File: config.mk
export PLATFORM = sky130hd
export DESIGN_NAME = two_wire_byte_write_framer_unit
export DESIGN_NICKNAME = d
export VERILOG_FILES = /design/src/twbf_pkg.sv /design/src/twbf_ucode_rom.sv /design/src/twbf_sequencer.sv /design/src/twbf_datapath.sv /design/src/two_wire_byte_write_framer_unit.sv
export SDC_FILE = /design/constraint.sdc
export NUM_CORES = 1
export LEC_CHECK = 0
export BUFFER_PORTS_ARGS = -buffer_cell sky130_fd_sc_hd__clkbuf_2
export CORE_MARGIN = 1.5
export CORE_UTILIZATION = 56
export CTS_CLUSTER_DIAMETER = 40
export DETAILED_ROUTE_END_ITERATION = 10
export PLACE_DENSITY = 0.87
export REMOVE_ABC_BUFFERS = 1
export SYNTH_ARGS = -nofsm -noshare
export SYNTH_HDL_FRONTEND = slang
export SYNTH_SLANG_ARGS = --single-unit
File: constraint.sdc
create_clock -name clk -period 3.3 [get_ports clk]
set_input_delay 0.495 -clock clk [delete_from_list [all_inputs] [get_ports clk]]
set_output_delay 0.495 -clock clk [all_outputs]
set_load 0.01 [all_outputs]
File: src/twbf_pkg.sv
`default_nettype none
// ----------------------------------------------------------------------------
// twbf_pkg
// Shared types, constants and microcode fields for the two-wire byte write
// framer.
// ----------------------------------------------------------------------------
package twbf_pkg;

  localparam int BITS_PER_WORD = 8;
  localparam int BIT_CNT_W     = (BITS_PER_WORD > 1) ? $clog2(BITS_PER_WORD) : 1;
  localparam int DATA_W        = 8;
  localparam int WAIT_W        = 4;
  localparam int CFG_IDX_W     = 2;
  localparam int PC_W          = 4;

  typedef logic [PC_W-1:0]      pc_t;
  typedef logic [WAIT_W-1:0]    wait_t;
  typedef logic [BIT_CNT_W-1:0] bit_cnt_t;

  // Program entry points and the final step of the microcode.
  localparam pc_t PC_START = 4'd0;
  localparam pc_t PC_BIT   = 4'd3;
  localparam pc_t PC_LAST  = 4'd12;

  localparam bit_cnt_t BIT_CNT_LAST = BIT_CNT_W'(BITS_PER_WORD - 1);

  localparam wait_t BIT_PHASE_RESET = 4'd3;
  localparam wait_t EDGE_RESET      = 4'd2;
  localparam wait_t ACK_LOW_RESET   = 4'd5;

  typedef enum logic [CFG_IDX_W-1:0] {
    REG_BIT_PHASE = 2'd0,
    REG_EDGE      = 2'd1,
    REG_ACK_LOW   = 2'd2
  } cfg_reg_e;

  typedef enum logic {
    PIN_CLK = 1'b0,
    PIN_DIO = 1'b1
  } pin_e;

  typedef enum logic [1:0] {
    LVL_ZERO = 2'd0,
    LVL_ONE  = 2'd1,
    LVL_DATA = 2'd2
  } lvl_src_e;

  typedef enum logic [1:0] {
    WAIT_ZERO  = 2'd0,
    WAIT_PHASE = 2'd1,
    WAIT_EDGE  = 2'd2,
    WAIT_ACK   = 2'd3
  } wait_src_e;

  typedef enum logic [1:0] {
    OP_NEXT       = 2'd0,
    OP_BIT_LOOP   = 2'd1,
    OP_END_NOSTOP = 2'd2,
    OP_END        = 2'd3
  } seq_op_e;

  typedef enum logic {
    SEQ_IDLE = 1'b0,
    SEQ_RUN  = 1'b1
  } seq_state_e;

  // One microcode word.
  typedef struct packed {
    pin_e      pin;
    lvl_src_e  level_src;
    wait_src_e wait_src;
    seq_op_e   op;
  } ctrl_t;

  // Per-cycle strobes from the sequencer to the datapath and output stage.
  typedef struct packed {
    logic load;
    logic shift;
    logic fire;
    logic last;
  } step_t;

  // Datapath status seen by the sequencer.
  typedef struct packed {
    logic stop;
  } dp_status_t;

  // Fields of one pin write as formed by the datapath.
  typedef struct packed {
    logic  pin;
    logic  level;
    wait_t wait_us;
  } pin_write_t;

endpackage
`default_nettype wire

File: src/twbf_ucode_rom.sv
`default_nettype none
// ----------------------------------------------------------------------------
// twbf_ucode_rom
// Read-only control store: one control word per program step.
// ----------------------------------------------------------------------------
module twbf_ucode_rom (
  input  twbf_pkg::pc_t   pc,
  output twbf_pkg::ctrl_t ctrl
);

  always_comb begin
    case (pc)
      // Start condition.
      4'd0:  ctrl = '{twbf_pkg::PIN_DIO, twbf_pkg::LVL_ONE,  twbf_pkg::WAIT_ZERO,
                      twbf_pkg::OP_NEXT};
      4'd1:  ctrl = '{twbf_pkg::PIN_CLK, twbf_pkg::LVL_ONE,  twbf_pkg::WAIT_EDGE,
                      twbf_pkg::OP_NEXT};
      4'd2:  ctrl = '{twbf_pkg::PIN_DIO, twbf_pkg::LVL_ZERO, twbf_pkg::WAIT_EDGE,
                      twbf_pkg::OP_NEXT};
      // Data bit loop.
      4'd3:  ctrl = '{twbf_pkg::PIN_CLK, twbf_pkg::LVL_ZERO, twbf_pkg::WAIT_ZERO,
                      twbf_pkg::OP_NEXT};
      4'd4:  ctrl = '{twbf_pkg::PIN_DIO, twbf_pkg::LVL_DATA, twbf_pkg::WAIT_PHASE,
                      twbf_pkg::OP_NEXT};
      4'd5:  ctrl = '{twbf_pkg::PIN_CLK, twbf_pkg::LVL_ONE,  twbf_pkg::WAIT_PHASE,
                      twbf_pkg::OP_BIT_LOOP};
      // Acknowledge clock pulse.
      4'd6:  ctrl = '{twbf_pkg::PIN_CLK, twbf_pkg::LVL_ZERO, twbf_pkg::WAIT_ACK,
                      twbf_pkg::OP_NEXT};
      4'd7:  ctrl = '{twbf_pkg::PIN_CLK, twbf_pkg::LVL_ONE,  twbf_pkg::WAIT_EDGE,
                      twbf_pkg::OP_NEXT};
      4'd8:  ctrl = '{twbf_pkg::PIN_CLK, twbf_pkg::LVL_ZERO, twbf_pkg::WAIT_ZERO,
                      twbf_pkg::OP_END_NOSTOP};
      // Stop condition.
      4'd9:  ctrl = '{twbf_pkg::PIN_CLK, twbf_pkg::LVL_ZERO, twbf_pkg::WAIT_EDGE,
                      twbf_pkg::OP_NEXT};
      4'd10: ctrl = '{twbf_pkg::PIN_DIO, twbf_pkg::LVL_ZERO, twbf_pkg::WAIT_EDGE,
                      twbf_pkg::OP_NEXT};
      4'd11: ctrl = '{twbf_pkg::PIN_CLK, twbf_pkg::LVL_ONE,  twbf_pkg::WAIT_EDGE,
                      twbf_pkg::OP_NEXT};
      4'd12: ctrl = '{twbf_pkg::PIN_DIO, twbf_pkg::LVL_ONE,  twbf_pkg::WAIT_ZERO,
                      twbf_pkg::OP_END};
      default: ctrl = '{twbf_pkg::PIN_CLK, twbf_pkg::LVL_ZERO, twbf_pkg::WAIT_ZERO,
                        twbf_pkg::OP_END};
    endcase
  end

endmodule
`default_nettype wire

File: src/twbf_sequencer.sv
`default_nettype none
// ----------------------------------------------------------------------------
// twbf_sequencer
// Step counter, bit loop counter and jump logic that walk the control store.
// ----------------------------------------------------------------------------
module twbf_sequencer (
  input  logic                  clk,
  input  logic                  rst_n,
  input  logic                  start,
  input  logic                  start_cond,
  input  logic                  slot_free,
  input  twbf_pkg::dp_status_t  status,
  input  twbf_pkg::ctrl_t       ctrl,
  output twbf_pkg::pc_t         pc,
  output twbf_pkg::step_t       step,
  output logic                  busy
);

  twbf_pkg::seq_state_e state_r, state_nxt;
  twbf_pkg::pc_t        pc_r, pc_nxt;
  twbf_pkg::bit_cnt_t   bit_cnt_r, bit_cnt_nxt;
  logic                 bit_done;

  assign pc       = pc_r;
  assign busy     = (state_r == twbf_pkg::SEQ_RUN);
  assign bit_done = (bit_cnt_r == twbf_pkg::BIT_CNT_LAST);

  always_ff @(posedge clk) begin
    if (!rst_n) begin
      state_r   <= twbf_pkg::SEQ_IDLE;
      pc_r      <= twbf_pkg::PC_START;
      bit_cnt_r <= '0;
    end else begin
      state_r   <= state_nxt;
      pc_r      <= pc_nxt;
      bit_cnt_r <= bit_cnt_nxt;
    end
  end

  always_comb begin
    state_nxt   = state_r;
    pc_nxt      = pc_r;
    bit_cnt_nxt = bit_cnt_r;
    step.load   = start;
    step.fire   = (state_r == twbf_pkg::SEQ_RUN) && slot_free;
    step.shift  = 1'b0;
    step.last   = 1'b0;

    case (ctrl.op)
      twbf_pkg::OP_NEXT:       step.last = 1'b0;
      twbf_pkg::OP_BIT_LOOP:   step.last = 1'b0;
      twbf_pkg::OP_END_NOSTOP: step.last = !status.stop;
      twbf_pkg::OP_END:        step.last = 1'b1;
      default:                 step.last = 1'b1;
    endcase

    case (state_r)
      twbf_pkg::SEQ_IDLE: begin
        if (start) begin
          state_nxt   = twbf_pkg::SEQ_RUN;
          pc_nxt      = start_cond ? twbf_pkg::PC_START : twbf_pkg::PC_BIT;
          bit_cnt_nxt = '0;
        end
      end
      twbf_pkg::SEQ_RUN: begin
        if (step.fire) begin
          if (step.last) begin
            state_nxt = twbf_pkg::SEQ_IDLE;
          end else if ((ctrl.op == twbf_pkg::OP_BIT_LOOP) && !bit_done) begin
            // Another data bit: go back to the top of the bit loop.
            step.shift  = 1'b1;
            pc_nxt      = twbf_pkg::PC_BIT;
            bit_cnt_nxt = bit_cnt_r + 1'b1;
          end else begin
            pc_nxt = pc_r + 1'b1;
          end
        end
      end
      default: state_nxt = twbf_pkg::SEQ_IDLE;
    endcase
  end

`ifndef NO_ASSERTIONS
  a_pc_in_program: assert property (@(posedge clk) disable iff (!rst_n)
    (state_r == twbf_pkg::SEQ_RUN) |-> (pc_r <= twbf_pkg::PC_LAST))
    else $error("step counter left the program");

  a_last_ends_run: assert property (@(posedge clk) disable iff (!rst_n)
    (step.fire && step.last) |=> (state_r == twbf_pkg::SEQ_IDLE))
    else $error("sequencer kept running after the final pin write");

  a_start_runs: assert property (@(posedge clk) disable iff (!rst_n)
    start |=> ((state_r == twbf_pkg::SEQ_RUN) && (bit_cnt_r == '0)))
    else $error("accepted transaction did not start the program cleanly");

  a_cnt_before_bits: assert property (@(posedge clk) disable iff (!rst_n)
    ((state_r == twbf_pkg::SEQ_RUN) && (pc_r < twbf_pkg::PC_BIT)) |-> (bit_cnt_r == '0))
    else $error("bit counter moved during the start condition");
`endif

endmodule
`default_nettype wire

File: src/twbf_datapath.sv
`default_nettype none
// ----------------------------------------------------------------------------
// twbf_datapath
// Wait registers, data shift register and stop flag; forms each pin write
// from the current control word.
// ----------------------------------------------------------------------------
module twbf_datapath (
  input  logic                              clk,
  input  logic                              rst_n,
  input  logic                              cfg_we,
  input  logic [twbf_pkg::CFG_IDX_W-1:0]    cfg_index,
  input  logic [twbf_pkg::WAIT_W-1:0]       cfg_data,
  input  logic [twbf_pkg::DATA_W-1:0]       load_data,
  input  logic                              load_stop,
  input  twbf_pkg::step_t                   step,
  input  twbf_pkg::ctrl_t                   ctrl,
  output twbf_pkg::dp_status_t              status,
  output twbf_pkg::pin_write_t              pin_write
);

  twbf_pkg::wait_t bit_phase_r, edge_r, ack_low_r;
  logic [twbf_pkg::DATA_W-1:0] shift_r;
  logic                        stop_r;

  always_ff @(posedge clk) begin
    if (!rst_n) begin
      bit_phase_r <= twbf_pkg::BIT_PHASE_RESET;
      edge_r      <= twbf_pkg::EDGE_RESET;
      ack_low_r   <= twbf_pkg::ACK_LOW_RESET;
    end else if (cfg_we) begin
      case (cfg_index)
        twbf_pkg::REG_BIT_PHASE: bit_phase_r <= cfg_data;
        twbf_pkg::REG_EDGE:      edge_r      <= cfg_data;
        twbf_pkg::REG_ACK_LOW:   ack_low_r   <= cfg_data;
        default: ;
      endcase
    end
  end

  // Zeros shift in from the top, so bits beyond the byte go out as 0.
  always_ff @(posedge clk) begin
    if (step.load) begin
      shift_r <= load_data;
      stop_r  <= load_stop;
    end else if (step.shift) begin
      shift_r <= {1'b0, shift_r[twbf_pkg::DATA_W-1:1]};
    end
  end

  assign status.stop   = stop_r;
  assign pin_write.pin = ctrl.pin;

  always_comb begin
    case (ctrl.level_src)
      twbf_pkg::LVL_ZERO: pin_write.level = 1'b0;
      twbf_pkg::LVL_ONE:  pin_write.level = 1'b1;
      twbf_pkg::LVL_DATA: pin_write.level = shift_r[0];
      default:            pin_write.level = 1'b0;
    endcase
    case (ctrl.wait_src)
      twbf_pkg::WAIT_ZERO:  pin_write.wait_us = '0;
      twbf_pkg::WAIT_PHASE: pin_write.wait_us = bit_phase_r;
      twbf_pkg::WAIT_EDGE:  pin_write.wait_us = edge_r;
      twbf_pkg::WAIT_ACK:   pin_write.wait_us = ack_low_r;
      default:              pin_write.wait_us = '0;
    endcase
  end

endmodule
`default_nettype wire

File: src/two_wire_byte_write_framer_unit.sv
`default_nettype none
// ----------------------------------------------------------------------------
// two_wire_byte_write_framer_unit
// Turns one byte-write request into the run of clock and data pin writes
// of a two-wire serial bus, each paired with its hold time.
// ----------------------------------------------------------------------------
//
//   Channel  Direction  Handshake            Payload
//   in_      sink       in_valid / in_stall  data_byte, with_start, with_stop
//   out_     source     out_valid/out_stall  pin_select, level, wait_us, last
//   cfg_     sink       cfg_we               cfg_index, cfg_data
//
// Each request becomes a run of pin writes: 27 writes for a bare byte, 30
// with a start, 31 with a stop and 34 with both. The sequencer issues one
// control word per cycle into the single output register while the output
// does not stall; a stall on the output freezes the step counter in place.
// Reset (synchronous, active low) idles the sequencer, empties the output
// register and loads the three wait registers with 3, 2 and 5.
//
// The request is accepted only while the sequencer is idle; the next one
// can be taken while the final pin write of the previous one still waits
// in the output register.
// ----------------------------------------------------------------------------
module two_wire_byte_write_framer_unit (
  input  logic                            clk,
  input  logic                            rst_n,
  // Request channel.
  input  logic                            in_valid,
  output logic                            in_stall,
  input  logic [twbf_pkg::DATA_W-1:0]     in_data_byte,
  input  logic                            in_with_start,
  input  logic                            in_with_stop,
  // Pin write channel.
  output logic                            out_valid,
  input  logic                            out_stall,
  output logic                            out_pin_select,
  output logic                            out_level,
  output logic [twbf_pkg::WAIT_W-1:0]     out_wait_us,
  output logic                            out_last,
  // Configuration writes.
  input  logic                            cfg_we,
  input  logic [twbf_pkg::CFG_IDX_W-1:0]  cfg_index,
  input  logic [twbf_pkg::WAIT_W-1:0]     cfg_data
);

  twbf_pkg::pc_t        pc;
  twbf_pkg::ctrl_t      ctrl;
  twbf_pkg::step_t      step;
  twbf_pkg::dp_status_t status;
  twbf_pkg::pin_write_t pin_write;
  logic                 busy;
  logic                 in_accept;
  logic                 slot_free;

  logic                 out_valid_r, out_valid_nxt;
  logic                 out_pin_r;
  logic                 out_level_r;
  twbf_pkg::wait_t      out_wait_r;
  logic                 out_last_r;

  // The input side only waits on the sequencer, never on the output.
  assign in_stall  = busy;
  assign in_accept = in_valid && !busy;

  // The output register can take a new pin write when it is empty or
  // its current transaction completes this cycle.
  assign slot_free = !out_valid_r || !out_stall;

  twbf_ucode_rom u_rom (
    .pc   (pc),
    .ctrl (ctrl)
  );

  twbf_sequencer u_seq (
    .clk        (clk),
    .rst_n      (rst_n),
    .start      (in_accept),
    .start_cond (in_with_start),
    .slot_free  (slot_free),
    .status     (status),
    .ctrl       (ctrl),
    .pc         (pc),
    .step       (step),
    .busy       (busy)
  );

  twbf_datapath u_dp (
    .clk       (clk),
    .rst_n     (rst_n),
    .cfg_we    (cfg_we),
    .cfg_index (cfg_index),
    .cfg_data  (cfg_data),
    .load_data (in_data_byte),
    .load_stop (in_with_stop),
    .step      (step),
    .ctrl      (ctrl),
    .status    (status),
    .pin_write (pin_write)
  );

  always_comb begin
    if (step.fire) begin
      out_valid_nxt = 1'b1;
    end else if (out_stall) begin
      out_valid_nxt = out_valid_r;
    end else begin
      out_valid_nxt = 1'b0;
    end
  end

  always_ff @(posedge clk) begin
    if (!rst_n) begin
      out_valid_r <= 1'b0;
    end else begin
      out_valid_r <= out_valid_nxt;
    end
  end

  // Payload holds whenever no new pin write is issued.
  always_ff @(posedge clk) begin
    if (step.fire) begin
      out_pin_r   <= pin_write.pin;
      out_level_r <= pin_write.level;
      out_wait_r  <= pin_write.wait_us;
      out_last_r  <= step.last;
    end
  end

  assign out_valid      = out_valid_r;
  assign out_pin_select = out_pin_r;
  assign out_level      = out_level_r;
  assign out_wait_us    = out_wait_r;
  assign out_last       = out_last_r;

endmodule
`default_nettype wire

# Word level (Yosys, flattened, before mapping)
# Memories as Yosys holds them, arrays and structs flattened. A register that Yosys moved wholly into a read port is not among the register bits.
# Cells that the tools add are included.
# word_totals
regBits	37
rom_bits	112
out_inout_bits	9
word_cells	80
n_memories	1
# op_classes
addsub	2
n_eq_ne	16
n_mux	28
bitwise	1
n_reduce_logical	19
# memory_table
memory	words	width	read_ports	rd_ports_with_merged_regs	write_ports	line	text
(name not given)	16	7	1	1	0	twbf_ucode_rom.sv:12	case (pc)
# op_table
op	count
$mux 4	6
$mux 8	2
$pmux 4 s4	1
$eq 2x2->1 const B	6
$mux 3	4
$mux 1	9
$eq 2x1->1 const B	4
$ne 2x2->1 const B	4
$pmux 4 s2	1
$logic_not 2->1	3
$pmux 3 s2	1
$reduce_and 2->1	3
$logic_not 1->1	5
$add 4x1->4 const B	1
$pmux 1 s2	2
$reduce_and 4->1	1
$add 3x1->3 const B	1
$eq 3x3->1 const B	1
$logic_and 1x1->1	3
$pmux 1 s3	1
$reduce_and 3->1	1
$mux 2	1
$ne 2x1->1 const B	1
$reduce_bool 2->1	1
other kinds (3)	3

# Depth between registers and ports, before layout
# logic_depth
depth_word	9
depth_mapped	12
mapped_depth_nobuf	12

# Modules after synthesis
# A second synthesis with hierarchy kept.
# unflattened
hier_cells	167
hier_area_um2	1891.8
# by_module_without_submodules
mod	n_inst	cells_per_inst	area_per_inst_um2	seq_area_each_um2
twbf_datapath	1	84	1001.0	510.5
twbf_sequencer	1	51	470.5	160.2
two_wire_byte_write_framer_unit	1	12	251.5	230.2
twbf_ucode_rom	1	20	168.9	0.0

# Least setup slack after synthesis
# Ideal clock, no wire load.
# synth_timing
path_kind	register to register
from	register u_seq.bit_cnt_r[0]
to	register, netlist name u_rom.ctrl[3]
setup_time_ps	127
arrival_time_ps	2312
t_required_ps	3173
path_slack_ps	861
path_stages_with_launch	11
path_buffers	0
period_less_slack_ps	2439
path_cell_list	dfxtp_1 > ha_1 > ha_1 > nor3b_2 > nor2_1 > a211oi_1 > a31o_2 > inv_1 > ha_1 > and3_1 > or3_1
# synth_via
elab_chain_cells	9
# synth_rtl
element	line	text
from (decl)	twbf_sequencer.sv:21	twbf_pkg::bit_cnt_t bit_cnt_r, bit_cnt_nxt;
from (signal assigned)	twbf_sequencer.sv:36	bit_cnt_r <= bit_cnt_nxt;
$eq 3x3->1	twbf_sequencer.sv:26	assign bit_done = (bit_cnt_r == twbf_pkg::BIT_CNT_LAST);
$logic_not 1->1	twbf_sequencer.sv:69	end else if ((ctrl.op == twbf_pkg::OP_BIT_LOOP) && !bit_done) begin
$logic_and 1x1->1	twbf_sequencer.sv:69	
$mux 4	twbf_sequencer.sv:69	
$mux 4	twbf_sequencer.sv:67	if (step.last) begin
$mux 4	twbf_sequencer.sv:66	if (step.fire) begin
$pmux 4 s2	twbf_sequencer.sv:57	case (state_r)
$mux 4 (no source line) (2 in a row)	n/a	
# No other way between the ends. The select of a mux whose other input is x is not followed.
# A chain may end at the register's enable or synchronous reset.

# Worst setup path in the final report
# layout_timing
from	register u_seq.bit_cnt_r[0]
to	register, netlist name u_rom.ctrl[4]
# layout_via
elab_chain_cells	9
# layout_rtl
element	line
$eq 3x3->1	twbf_sequencer.sv:26
$logic_not 1->1	twbf_sequencer.sv:69
$logic_and 1x1->1	twbf_sequencer.sv:69
$mux 4	twbf_sequencer.sv:69
$mux 4	twbf_sequencer.sv:67
$mux 4	twbf_sequencer.sv:66
$pmux 4 s2	twbf_sequencer.sv:57
$mux 4 (no source line) (2 in a row)	n/a
# No other way between the ends. The select of a mux whose other input is x is not followed.

==> run summary <==
R2r setup slk: 630 ps
Largest net degree at the start of global routing: 22
DR WL/cell: 13.9 µm
Multiplexer area fraction after synthesis: 0.125
PortBufs: 29
Static leakage: 1.05 nW
First-pass GRT wire length: 5980 µm
Leading cell types in the layout, fill and taps excluded: clkbuf_2, dfxtp_1, nand2_1, edfxtp_1, mux2i_1
DPL Wire Length: 2780 µm
Final wirelength: 3740 µm
Tightest Pin Transition: 843 ps
Power per cell area: 484 nW/µm²
Die W: 64.3 µm
Vias per cell: 5.50
Status: finished, final reports clean
Max-cap violation count: 0
Max-slew violation total from the final report: 0
Peak VDD IR: 0.000227 V
Post-CTS setup repair buffer count: 0
Top_reg_cell synth: dfxtp_1
Row cnt: 22
Max clock buf depth: 2
CP bufs+invs: 0
DIE HEIGHT: 64.3 µm
# fillers: 261
Fmax: 374 MHz
Average cell area after synthesis: 11.2 µm²
Post-place instance area: 2280 µm²
Core area: 3630 µm²
Hold slack: 379 ps
Register area share after synthesis: 0.494
Post-Place Cells: 261
Post-Synth Simple-Gate Area: 0.162
Worst Path Required: 3490 ps
CP top delay family: compound AO/OA/AOI/OAI gates
Detailed Route Iter0 Violations: 76
Slowest cell delay on critical path: 340 ps
Vias: 1,479
Arr. time, crit path: 2870 ps
Die area: 4140 µm²
FF+latch count, synth: 44
Synthesis-to-layout area growth: 14.0%
Starting Density: 0.580
CP max-delay cell: nor3b_2
GRT Overall Usage: 0.196
Final Hold Fails: 0
Largest family of logic cells by synthesized area: simple AND/OR/NAND/NOR gates
Post-route DRC: 0
Placer Congestion: 0.785
Synth async-reset ratio: 0
CP Launch Type: flip-flop
Hold crit path type: input port to flip-flop
Antenna-violating nets left: 0
Initial antenna violation count: 0
H-tree depth: 2
Tmin final: 2670 ps
CTS Root Cell: clkbuf_8
Post-cts resize count: 0
Synth Area in Compound Gates: 0.122
Worst skew pair latency: 300 ps
CTS Hold Bufs: 0
Slew headroom: 0.437
Worst Skew: 6.07 ps
Mapped Cells: 188
Layout cells sized above 1: 0.276
Fin util: 0.661
Clock sink count: 44
CP endpoint kind: flip-flop
Syn. warnings: 0
Unrepaired setup endpoints after global routing: false
Most used cell, CP: ha_1
Nets: 251
Vias in the first global route: 1,368
Crit-path cells: ha_1 > ha_1 > nor3b_2 > nor2_1 > a211oi_1 > a31o_2 > ha_1 > nor2_1 > o31ai_1 > a21oi_1 > a311oi_1
Mapped Area: 2110 µm²
Critical path class: flip-flop to flip-flop
Most common cell after layout, fill and taps aside: clkbuf_2
Period utilisation layout: 0.810
CTS clk-pin slew, worst paths: 80 ps
Io pins: 30
Area share of xor/xnor cells in the synthesized design: 0
EDFF count, synth: 16
CTS tree: done
Finished Cell Area: 2400 µm²
Fin Setup TNS: 0 ps
Total CTS buffers: 5
Final Non-Filler Cells: 269
N_diodes: 0
Synth Area in Adders: 0.0594
Grt total ovfl: 0
CP max FO: 6
Final setup viols: 0
Drt first pass iters: 4
Yosys cell types: 46
sequential cells by signal (all words and copies together) (netlist names):
signal	cells
u_dp.bit_phase_r	4
u_dp.status	1
u_seq.bit_cnt_r	3
out_level	1
out_pin_select	1
u_rom.ctrl	7
u_seq.busy	1
u_dp.shift_r	8
u_seq.pc	4
u_dp.ack_low_r	4
out_last	1
out_wait_us	4
u_dp.edge_r	4
out_valid	1
cells in the mapped netlist (4+ instances only):
cell	instances	share of area
mux2i_1	14	0.067
nor2_1	5	0.0089
nor3_1	4	0.0095
edfxtp_1	16	0.23
dfxtp_1	28	0.27
inv_1	10	0.018
nand3_1	4	0.0095
a21oi_1	6	0.014
mux2_2	11	0.059
nor2b_1	10	0.030
nand2_1	16	0.029
nand2b_1	4	0.012
ha_1	10	0.059
a22o_1	4	0.017
cell families after synthesis:
group                    count (synthesis)
AND/OR/NAND/NOR                         59
buffers and inverters                   17
AO/OA/AOI/OAI                           33
adder cells (fa/ha/maj)                 10
multiplexers                            25
flip-flops                              44
cell type report:
cell class	count	area [µm²]	area share
Clock buffer	7	108	0.0448
Clock inverter	1	8.76	0.00365
Inverter	12	45.0	0.0188
Multi-Input combinational cell	127	986	0.411
Sequential cell	44	1040	0.434
Tap cell	48	60.1	0.0250
Timing Repair Buffer	30	153	0.0636
report_power, final:
group / total [W] / internal [W] / switching [W]
clock network: 0.000396 / 0.000217 / 0.000179
logic: 0.000141 / 0.0000651 / 0.0000762
registers: 0.000624 / 0.000603 / 0.0000210
path summary, 6_finish.rpt:
check / start / to / depth (start not counted)
setup / recovery: u_seq.bit_cnt_r[0]$_SDFFE_PN0P_ / u_rom.ctrl[4]$_DFF_P_ / 11
hold / removal: in_with_stop / u_dp.status$_DFFE_PP_ / 1
setup reg to reg: u_seq.bit_cnt_r[0]$_SDFFE_PN0P_ / u_rom.ctrl[4]$_DFF_P_ / 11
hold reg to reg: u_rom.ctrl[6]$_DFF_P_ / out_pin_select$_DFFE_PP_ / 0
worst reg2reg max path, stage by stage, from the launching register on:
cell and delay (ps):
dfxtp_1 330, ha_1 190, ha_1 190, nor3b_2 340
nor2_1 100, a211oi_1 320, a31o_2 210, ha_1 200
nor2_1 60, o31ai_1 240, a21oi_1 90, a311oi_1 300
through the flow:
step	power [W]	setup slack (ps)
6_report	0.00116	627
5_1_grt	0.00121	351
4_1_cts	0.00117	632
3_5_place_dp	0.000777	649
3_3_place_gp	0.000770	717
2_1_floorplan	0.000725	861
metal layers:
metal | global-route usage | wire [µm] | up-vias | part of all wire
li1 | - | - | 747 | -
met1 | 0.231 | 1660 | 689 | 0.44
met2 | 0.329 | 1870 | 36 | 0.50
met3 | 0.0493 | 139 | 7 | 0.037
met4 | 0.101 | 72 | 0 | 0.019
met5 | 0 | 0 | - | 0
Power figures use the tool's default switching activity.
